File: src/rtl/udsp_pkg.sv
// Package: shared types, constants and character helpers of the diagnostic response parser.
`default_nettype none

package udsp_pkg;

  localparam logic [7:0] NEG_RESPONSE_ID = 8'h7F;
  localparam logic [7:0] POS_OFFSET      = 8'h40;
  localparam logic [7:0] DTC_SERVICE     = 8'h19;
  localparam logic [7:0] SUB_NO_MASK_GAP = 8'h0A;
  localparam logic [7:0] ASCII_ZERO      = 8'h30;
  localparam logic [7:0] ASCII_HEX_BASE  = 8'h37;
  localparam logic [7:0] ASCII_P         = 8'h50;
  localparam logic [7:0] ASCII_C         = 8'h43;
  localparam logic [7:0] ASCII_B         = 8'h42;
  localparam logic [7:0] ASCII_U         = 8'h55;
  localparam logic [1:0] LAST_HEADER_POS = 2'd3;
  localparam logic [1:0] LAST_REC_PHASE  = 2'd3;
  localparam int         QUEUE_DEPTH     = 3;
  localparam int         QUEUE_CNT_W     = $clog2(QUEUE_DEPTH + 1);

  typedef enum logic [1:0] {
    ST_OK      = 2'd0,
    ST_NEG     = 2'd1,
    ST_NOT_DTC = 2'd2
  } status_e;

  typedef enum logic {
    KIND_RECORD = 1'b0,
    KIND_STATUS = 1'b1
  } kind_e;

  typedef enum logic [1:0] {
    SYS_POWERTRAIN = 2'd0,
    SYS_CHASSIS    = 2'd1,
    SYS_BODY       = 2'd2,
    SYS_NETWORK    = 2'd3
  } system_e;

  typedef struct packed {
    kind_e       result_kind;
    status_e     status;
    logic [7:0]  service_id;
    logic [7:0]  subfunction;
    logic [7:0]  status_mask;
    logic [7:0]  reason_code;
    logic [7:0]  code_high;
    logic [7:0]  code_middle;
    logic [7:0]  code_low;
    logic [7:0]  code_state;
    logic [39:0] code_text;
    logic        is_last;
  } result_t;

  function automatic logic [7:0] hex_char(input logic [3:0] v);
    logic [7:0] wide;
    wide = {4'b0000, v};
    return (v < 4'd10) ? (ASCII_ZERO + wide) : (ASCII_HEX_BASE + wide);
  endfunction

  function automatic logic [7:0] system_letter(input logic [1:0] sel);
    logic [7:0] ch;
    case (system_e'(sel))
      SYS_POWERTRAIN: ch = ASCII_P;
      SYS_CHASSIS:    ch = ASCII_C;
      SYS_BODY:       ch = ASCII_B;
      SYS_NETWORK:    ch = ASCII_U;
      default:        ch = ASCII_P;
    endcase
    return ch;
  endfunction

  function automatic logic [39:0] make_text(input logic [7:0] hi, input logic [7:0] mid);
    return {system_letter(hi[7:6]), ASCII_ZERO + {6'b000000, hi[5:4]},
            hex_char(hi[3:0]), hex_char(mid[7:4]), hex_char(mid[3:0])};
  endfunction

endpackage

`default_nettype wire

File: src/rtl/udsp_parse.sv
// Packet state and per-byte decode into record and status results.
`default_nettype none

module udsp_parse
  import udsp_pkg::*;
(
  input  wire logic             clk_i,
  input  wire logic             rst_ni,
  input  wire logic             take_i,
  input  wire logic [7:0]       data_byte_i,
  input  wire logic             last_byte_i,
  output logic      [1:0]       res_count_o,
  output result_t               res0_o,
  output result_t               res1_o
);

  logic [1:0]  pos_q, pos_d;
  logic        neg_q, neg_d;
  logic [7:0]  svc_q, svc_d;
  logic [7:0]  sub_q, sub_d;
  logic [7:0]  mask_q, mask_d;
  logic [1:0]  phase_q, phase_d;
  logic [23:0] rec_q, rec_d;

  logic    dtc_ok;
  logic    feed;
  logic    emit;
  result_t rec_res;
  result_t stat_res;

  always_comb begin
    pos_d   = pos_q;
    neg_d   = neg_q;
    svc_d   = svc_q;
    sub_d   = sub_q;
    mask_d  = mask_q;
    phase_d = phase_q;
    rec_d   = rec_q;
    feed    = 1'b0;
    emit    = 1'b0;
    dtc_ok  = !neg_q && (svc_q == DTC_SERVICE);

    case (pos_q)
      2'd0: begin
        neg_d = (data_byte_i == NEG_RESPONSE_ID);
        svc_d = neg_d ? 8'h00 : (data_byte_i - POS_OFFSET);
      end
      2'd1: begin
        if (neg_q) begin
          svc_d = data_byte_i;
        end else begin
          sub_d = data_byte_i;
        end
      end
      2'd2: begin
        mask_d = data_byte_i;
        feed   = dtc_ok && (sub_q == SUB_NO_MASK_GAP);
      end
      default: begin
        feed = dtc_ok;
      end
    endcase

    if (feed) begin
      if (phase_q == LAST_REC_PHASE) begin
        emit    = 1'b1;
        phase_d = 2'd0;
        rec_d   = '0;
      end else begin
        phase_d = phase_q + 2'd1;
        rec_d   = {rec_q[15:0], data_byte_i};
      end
    end

    if (pos_q != LAST_HEADER_POS) begin
      pos_d = pos_q + 2'd1;
    end

    rec_res             = '0;
    rec_res.result_kind = KIND_RECORD;
    rec_res.status      = ST_OK;
    rec_res.service_id  = svc_q;
    rec_res.subfunction = sub_q;
    rec_res.status_mask = mask_q;
    rec_res.code_high   = rec_q[23:16];
    rec_res.code_middle = rec_q[15:8];
    rec_res.code_low    = rec_q[7:0];
    rec_res.code_state  = data_byte_i;
    rec_res.code_text   = make_text(rec_q[23:16], rec_q[15:8]);

    stat_res             = '0;
    stat_res.result_kind = KIND_STATUS;
    if (neg_d) begin
      stat_res.status = ST_NEG;
    end else if (svc_d != DTC_SERVICE) begin
      stat_res.status = ST_NOT_DTC;
    end else begin
      stat_res.status = ST_OK;
    end
    stat_res.service_id  = svc_d;
    stat_res.subfunction = neg_d ? 8'h00 : sub_d;
    stat_res.status_mask = neg_d ? 8'h00 : mask_d;
    stat_res.reason_code = neg_d ? mask_d : 8'h00;
    stat_res.is_last     = 1'b1;

    res_count_o = {1'b0, emit} + {1'b0, last_byte_i};
    res0_o      = emit ? rec_res : stat_res;
    res1_o      = stat_res;

    if (last_byte_i) begin
      pos_d   = '0;
      neg_d   = 1'b0;
      svc_d   = '0;
      sub_d   = '0;
      mask_d  = '0;
      phase_d = '0;
      rec_d   = '0;
    end
  end

  always_ff @(posedge clk_i or negedge rst_ni) begin
    if (!rst_ni) begin
      pos_q   <= '0;
      neg_q   <= 1'b0;
      svc_q   <= '0;
      sub_q   <= '0;
      mask_q  <= '0;
      phase_q <= '0;
      rec_q   <= '0;
    end else if (take_i) begin
      pos_q   <= pos_d;
      neg_q   <= neg_d;
      svc_q   <= svc_d;
      sub_q   <= sub_d;
      mask_q  <= mask_d;
      phase_q <= phase_d;
      rec_q   <= rec_d;
    end
  end

endmodule

`default_nettype wire

File: src/rtl/udsp_outq.sv
// Result queue: three registered slots, up to two pushes and one pop per cycle.
`default_nettype none

module udsp_outq
  import udsp_pkg::*;
(
  input  wire logic                   clk_i,
  input  wire logic                   rst_ni,
  input  wire logic [1:0]             push_count_i,
  input  wire result_t                push0_i,
  input  wire result_t                push1_i,
  input  wire logic                   pop_i,
  output logic      [QUEUE_CNT_W-1:0] count_o,
  output result_t                     head_o
);

  result_t                slot_q [QUEUE_DEPTH];
  result_t                slot_d [QUEUE_DEPTH];
  logic [QUEUE_CNT_W-1:0] cnt_q, cnt_d;
  logic [QUEUE_CNT_W-1:0] base;
  logic                   do_pop;

  always_comb begin
    do_pop = pop_i && (cnt_q != '0);
    base   = cnt_q - QUEUE_CNT_W'(do_pop);
    for (int i = 0; i < QUEUE_DEPTH; i++) begin
      if (do_pop && (i < QUEUE_DEPTH - 1)) begin
        slot_d[i] = slot_q[i + 1];
      end else begin
        slot_d[i] = slot_q[i];
      end
      if ((push_count_i != 2'd0) && (QUEUE_CNT_W'(i) == base)) begin
        slot_d[i] = push0_i;
      end
      if ((push_count_i == 2'd2) && (QUEUE_CNT_W'(i) == base + QUEUE_CNT_W'(1))) begin
        slot_d[i] = push1_i;
      end
    end
    cnt_d = base + QUEUE_CNT_W'(push_count_i);
  end

  always_ff @(posedge clk_i or negedge rst_ni) begin
    if (!rst_ni) begin
      cnt_q <= '0;
    end else begin
      cnt_q <= cnt_d;
    end
  end

  always_ff @(posedge clk_i) begin
    for (int i = 0; i < QUEUE_DEPTH; i++) begin
      slot_q[i] <= slot_d[i];
    end
  end

  assign count_o = cnt_q;
  assign head_o  = slot_q[0];

endmodule

`default_nettype wire

File: src/rtl/uds_dtc_response_parser.sv
// Top level: diagnostic trouble code response parser.
// Usage:
//   Input channel carries one packet byte per transfer (data_byte_i, last_byte_i), with
//   in_valid_i from the sender and in_stall_o back to it. Output channel carries one
//   result per transfer, out_valid_o from this block and out_stall_i from the receiver.
//   Every complete four-byte trouble code record produces a record result; the last
//   byte of a packet produces a status result, after the record it completes, if any.
//   Results are registered in the result queue and presented from its head in order.
//   Throughput: one byte per cycle while in_stall_o is low. A byte that causes two
//   results fills two queue slots; the three-slot result queue then holds off the
//   next byte while it drains to one entry.
//   in_stall_o rises when two or more results wait; a receiver stall backs the queue
//   up and then holds off input until slots free up.
//   Reset clears the packet state and empties the queue; the first byte after reset
//   starts a new packet.
`default_nettype none

module uds_dtc_response_parser
  import udsp_pkg::*;
(
  input  wire logic        clk_i,
  input  wire logic        rst_ni,
  input  wire logic        in_valid_i,
  output logic             in_stall_o,
  input  wire logic [7:0]  data_byte_i,
  input  wire logic        last_byte_i,
  output logic             out_valid_o,
  input  wire logic        out_stall_i,
  output logic             result_kind_o,
  output logic      [1:0]  status_o,
  output logic      [7:0]  service_id_o,
  output logic      [7:0]  subfunction_o,
  output logic      [7:0]  status_mask_o,
  output logic      [7:0]  reason_code_o,
  output logic      [7:0]  code_high_o,
  output logic      [7:0]  code_middle_o,
  output logic      [7:0]  code_low_o,
  output logic      [7:0]  code_state_o,
  output logic      [39:0] code_text_o,
  output logic             is_last_o
);

  logic                   take;
  logic [1:0]             res_count;
  logic [1:0]             push_count;
  result_t                res0;
  result_t                res1;
  result_t                head;
  logic [QUEUE_CNT_W-1:0] q_count;

  assign in_stall_o = (q_count >= QUEUE_CNT_W'(2));
  assign take       = in_valid_i && !in_stall_o;
  assign push_count = take ? res_count : 2'd0;

  udsp_parse u_parse (
    .clk_i       (clk_i),
    .rst_ni      (rst_ni),
    .take_i      (take),
    .data_byte_i (data_byte_i),
    .last_byte_i (last_byte_i),
    .res_count_o (res_count),
    .res0_o      (res0),
    .res1_o      (res1)
  );

  udsp_outq u_outq (
    .clk_i        (clk_i),
    .rst_ni       (rst_ni),
    .push_count_i (push_count),
    .push0_i      (res0),
    .push1_i      (res1),
    .pop_i        (!out_stall_i),
    .count_o      (q_count),
    .head_o       (head)
  );

  assign out_valid_o   = (q_count != '0);
  assign result_kind_o = head.result_kind;
  assign status_o      = head.status;
  assign service_id_o  = head.service_id;
  assign subfunction_o = head.subfunction;
  assign status_mask_o = head.status_mask;
  assign reason_code_o = head.reason_code;
  assign code_high_o   = head.code_high;
  assign code_middle_o = head.code_middle;
  assign code_low_o    = head.code_low;
  assign code_state_o  = head.code_state;
  assign code_text_o   = head.code_text;
  assign is_last_o     = head.is_last;

  assert property (@(posedge clk_i) disable iff (!rst_ni) in_stall_o |-> out_valid_o)
    else $error("input held off with no result pending");

  assert property (@(posedge clk_i) disable iff (!rst_ni)
                   (take && last_byte_i) |=> out_valid_o)
    else $error("last byte transfer produced no result");

  assert property (@(posedge clk_i) disable iff (!rst_ni)
                   (out_valid_o && (result_kind_o == KIND_RECORD)) |->
                   ((status_o == ST_OK) && !is_last_o))
    else $error("record result carries status or last flag");

  assert property (@(posedge clk_i) disable iff (!rst_ni)
                   (out_valid_o && out_stall_i) |=> out_valid_o)
    else $error("stalled result dropped");

endmodule

`default_nettype wire

File: config.mk
export PLATFORM = sky130hd
export DESIGN_NAME = uds_dtc_response_parser
export DESIGN_NICKNAME = d
export VERILOG_FILES = /design/src/rtl/udsp_pkg.sv /design/src/rtl/udsp_parse.sv /design/src/rtl/udsp_outq.sv /design/src/rtl/uds_dtc_response_parser.sv
export SDC_FILE = /design/constraint.sdc
export NUM_CORES = 1
export LEC_CHECK = 0
export BUFFER_PORTS_ARGS = -buffer_cell sky130_fd_sc_hd__buf_2
export CORE_MARGIN = 1
export CORE_UTILIZATION = 65
export DETAILED_ROUTE_END_ITERATION = 8
export PLACE_DENSITY_LB_ADDON = 0.3
export SLEW_MARGIN = 20
export SYNTH_ARGS = -nofsm -noshare
export SYNTH_HDL_FRONTEND = slang
export SYNTH_SLANG_ARGS = --single-unit
File: constraint.sdc
create_clock -name clk_i -period 13.45 [get_ports clk_i]
set_clock_uncertainty 0.05 [all_clocks]
set_input_delay 2.69 -clock clk_i [delete_from_list [all_inputs] [get_ports clk_i]]
set_output_delay 2.69 -clock clk_i [all_outputs]
set_load 0.005 [all_outputs]
Word level (Yosys, flattened, before mapping)
Memory sizes are Yosys's and may differ from the RTL's.
Index checks and enable logic that the tools add are counted.
{ "word_totals": {"ff_bits": 55, "ram_bits": 324, "in_bits": 13, "elab_cells": 108, "n_memories": 1} }
{ "mem_list": {"columns": ["name", "depth", "width", "rd", "rd_ports_with_merged_regs", "write_ports", "line_no", "text"], "rows": [
  ["u_outq.slot_q", 3, 108, 3, 0, 3, "udsp_outq.sv:17", "result_t slot_q [QUEUE_DEPTH];"]
]} }
{ "op_classes": {"addsub": 14, "n_lt_le_gt_ge": 4, "n_eq_ne": 16, "n_mux": 41, "n_reduce_logical": 24} }
{ "ops": {"columns": ["operator", "count"], "rows": [
  ["$mux W108", 9],
  ["$mux W8", 14],
  ["$mux W24", 3],
  ["$add A6 B4 Y7 const A", 6],
  ["$pmux W8 S4", 1],
  ["$mux W2", 8],
  ["$pmux W8 S2", 1],
  ["$lt A4 B4 Y1 const B", 3],
  ["$eq A2 B2 Y1 const B", 5],
  ["$logic_and A1 B1 Y1", 10],
  ["$eq A8 B4 Y1 const B", 1],
  ["$eq A8 B5 Y1 const B", 1],
  ["$eq A8 B7 Y1 const B", 1],
  ["$logic_not A2 Y1", 4],
  ["$ne A8 B5 Y1 const B", 1],
  ["$reduce_bool A2 Y1", 4],
  ["$sub A8 B7 Y8 const B", 1],
  ["$add A6 B2 Y7 const A", 1],
  ["$add A2 B1 Y2 const B", 3],
  ["$eq A1 B2 Y1 const A", 2],
  ["$eq A2 B1 Y1 const B", 2],
  ["$eq A2 B2 Y1 const A", 2],
  ["$mux W1", 4],
  ["$reduce_and A2 Y1", 2],
  ["other kinds (8)", 10]
]} }

Logic depth before layout (Yosys ltp)
{ "logic_depth": {"word_depth": 11, "ltp_mapped": 16} }

Cells and area by module
From an unflattened synthesis, not the netlist that was laid out.
{ "hier_totals": {"hier_cells": 1911, "hier_area_um2": 21588.2} }
{ "by_module_without_submodules": {"columns": ["mod", "instances", "cells_per_inst", "area_each_um2", "seq_area_each_um2"], "rows": [
  ["udsp_outq", 1, 1367, 17085.1, 9779.4],
  ["udsp_parse", 1, 538, 4465.5, 1326.3],
  ["uds_dtc_response_parser", 1, 6, 37.5, 0.0]
]} }

Worst setup path before layout
No wires, ideal clock.
{ "synth_timing": {"kind": "input -> register", "from": "input port out_stall_i", "to": "memory u_outq.slot_q[0][100] (netlist bit), enable pin", "arrival_time_ns": 5.353, "setup_slack_ns": 7.655, "stages": 11, "n_path_buf": 4, "cell_sequence": "nand2b_1 > clkbuf_1 > inv_2 > clkbuf_1 > ha_1 > buf_4 > nor3b_1 > and3_1 > nor2_2 > clkbuf_1 > nand2_1"} }
{ "synth_rtl": {"columns": ["item", "line_no", "text"], "rows": [
  ["start, declared", "uds_dtc_response_parser.sv:28", "input wire logic out_stall_i,"],
  ["end, declared", "udsp_outq.sv:17", null]
]} }

==> impl_metrics.json <==
{
  "drt_pre_antenna_iters": 6,
  "antenna_cells": 0,
  "dp.cells": 1961,
  "critPathKind": "in -> reg",
  "maxSlewHeadroom_pct": 34.1,
  "avgRoutedWirePerCell_um": 20.3,
  "dieArea_um2": 25800,
  "postCtsSetupRepairBufs": 0,
  "grt_pass1_wl_mm": 65.5,
  "via_per_inst": 6.39,
  "fillers": 1832,
  "syn_avg_cell_area_um2": 9.36,
  "yosys_warnings": 0,
  "synth_edf_count": 102,
  "core_um2": 24500,
  "startpoint_type": "input pin",
  "clock_path_buffers": 3,
  "antenna_found_initial": 0,
  "grt_max_degree": 87,
  "leakage_nw": 6.85,
  "hold_class": "reg -> reg",
  "hold_viol": 0,
  "clk_latency_ns": 0.52,
  "fmax_mhz": 138,
  "track_usage_pct": 31.9,
  "clock_sinks": 334,
  "setup_viol": 0,
  "setup_ws_ns": 6.23,
  "synth-seq-area-share_pct": 48.9,
  "nets": 1704,
  "power.total_mw": 3.76,
  "async_flop_share_pct": 16.5,
  "ir_worst_vdd_uv": 129,
  "cp.arrival_ns": 7.35,
  "tightest_slew_ns": 0.988,
  "gr-total-overflow": 0,
  "drv_cap": 0,
  "multi_input_area_um2": 6790,
  "cts_buffers": 36,
  "drtIter0Drc": 1395,
  "cts_hold_buf": 0,
  "cp.required_ns": 13.58,
  "synth_cell_type_count": 74,
  "finalMaxSlewViolations": 0,
  "io_buffers": 112,
  "crit_path_end_kind": "flop",
  "h-tree-depth": 2,
  "critPathMaxFanout": 57,
  "die_w_um": 161,
  "seq_area_um2": 7980,
  "power_density_nw_per_um2": 219,
  "ant_nets": 0,
  "clk_pin_slew_ns": 0.06,
  "route.detailed.drc": 0,
  "final_layout_size_suffix_gt1_share_pct": 21.0,
  "synth_area_um2": 16300,
  "period_minus_slack_ns": 7.22,
  "place.gp.congestion": 0.900,
  "status": "complete, no violations",
  "grt_pass1_vias": 12000,
  "via_count": 12900,
  "dpl_worst_slack_ns": 5.80,
  "syn_inst": 1744,
  "cts_root_buffer": "clkbuf_16",
  "routed_wl_mm": 41.2,
  "synth-seq-cells": 334,
  "fin_setup_tns_ns": 0,
  "instances_no_fill": 2024,
  "post_cts_resized": 0,
  "fin_crit_sh_pct": 53.7,
  "synthToLayoutAreaGrowth_pct": 5.47,
  "synth_flop_cell": "dfxtp_1",
  "cts_tree": "done",
  "rsz0062_at_grt": "no",
  "layout_commonest_cell": "nand2_1",
  "initial_utilization_pct": 66.8,
  "num_io_pins": 123,
  "layout_common_cells": "nand2_1 (381), dfxtp_1 (177), a21oi_1 (146)",
  "dp_hpwl_mm": 25.2,
  "die_h_um": 161,
  "rows": 57
}
[final cells by class]
class / instances / area share, %
inverters: 19 / 0.421
clock buffers: 41 / 5.58
repair buffers: 133 / 4.17
multi-input cells: 1151 / 39.4
well taps: 324 / 2.35
clock inverters: 22 / 1.71
flip-flops and latches: 334 / 46.3
[metrics by stage]
| stage | util, % | cell area [um^2] | hold slack, ns |
|---|---|---|---|
| 2_1_floorplan | - | 16400 | 0.366 |
| 3_3_place_gp | 65.3 | 16000 | 0.375 |
| 3_5_place_dp | 65.3 | 16000 | 0.379 |
| 4_1_cts | 70.4 | 17200 | 0.387 |
| 5_1_grt | 70.4 | 17200 | 0.404 |
| 6_report | 70.4 | 17200 | 0.387 |
[power by group]
part | total (mW) | internal, mW | leakage [nW] | switching, mW
clock | 1.05 | 0.648 | 0.615 | 0.401
sequential | 1.60 | 1.37 | 3.17 | 0.230
combinational | 1.12 | 0.435 | 3.07 | 0.683
total | 3.76 | 2.45 | 6.85 | 1.31
[cells by family (layout without fill, tap and decap cells)]
group,count (synthesis),count (layout),share of synthesized area [%]
adders and majority gates,16,16,1.23
buffers and inverters,268,215,9.99
xor gates and xnor gates,6,6,0.322
DFF,334,334,48.9
muxes,21,21,1.29
other,1,10,0.0230
AOI/OAI and AO/OA,547,547,23.7
and+or+nand+nor,551,551,14.6
[path summary, 6_finish.rpt]
path,start,to,slack [ns],cells after the start
min,u_outq.slot_q[0][266],u_outq.slot_q[0][266],0.39,2
max in group asynchronous,rst_ni,u_parse.sub_q[2],10.58,2
max,out_stall_i,u_outq.slot_q[0][200],6.23,12
min reg2reg,u_outq.slot_q[0][266],u_outq.slot_q[0][266],0.39,2
min in group asynchronous,rst_ni,u_parse.rec_q[6],2.27,2
max reg2reg,u_outq.count_o[1],u_outq.slot_q[0][200],7.70,12
[sequential cells by signal, summed over array words and instances, names as in the netlist]
signal / cells
u_parse.neg_q: 1
u_parse.mask_q: 8
u_parse.sub_q: 8
u_parse.phase_q: 2
u_outq.slot_q: 279
u_parse.rec_q: 24
u_outq.count_o: 2
u_parse.svc_q: 8
u_parse.pos_q: 2
[per-layer routing]
| metal | routed length [um] | vias up | GRT usage, % | part of all wire [%] |
|---|---|---|---|---|
| met3 | 4710 | 104 | 6.40 | 11 |
| li1 | - | 5889 | - | - |
| met2 | 18200 | 782 | 47.3 | 44 |
| met4 | 1140 | 0 | 10.6 | 2.8 |
| met1 | 17100 | 6149 | 46.6 | 42 |
| met5 | 0 | - | 0 | 0 |
[critical path, cell delays in order]
cell	delay, ns
buf_2	0.08
nand2b_4	0.39
clkinv_2	0.64
ha_1	0.69
inv_1	0.15
nor3_2	0.33
and3b_2	0.24
buf_4	0.71
nor2_1	0.14
buf_4	0.26
nand2_1	0.53
buf_4	0.41
[cells in the mapped netlist (42+ instances only)]
cell type,instances,area share (%)
nand2_1,382,8.8
dfxtp_1,177,22
a21oi_1,146,4.5
buf_4,119,5.5
o21ai_0,110,3.4
edfxtp_1,102,19
clkbuf_1,72,1.7
a211oi_2,61,4.7
a21oi_2,61,3.3
nor2_1,60,1.4
dfrtp_1,55,8.4
a211oi_1,53,2.4
buf_2,42,1.3
Power figures use the tool's default switching activity.
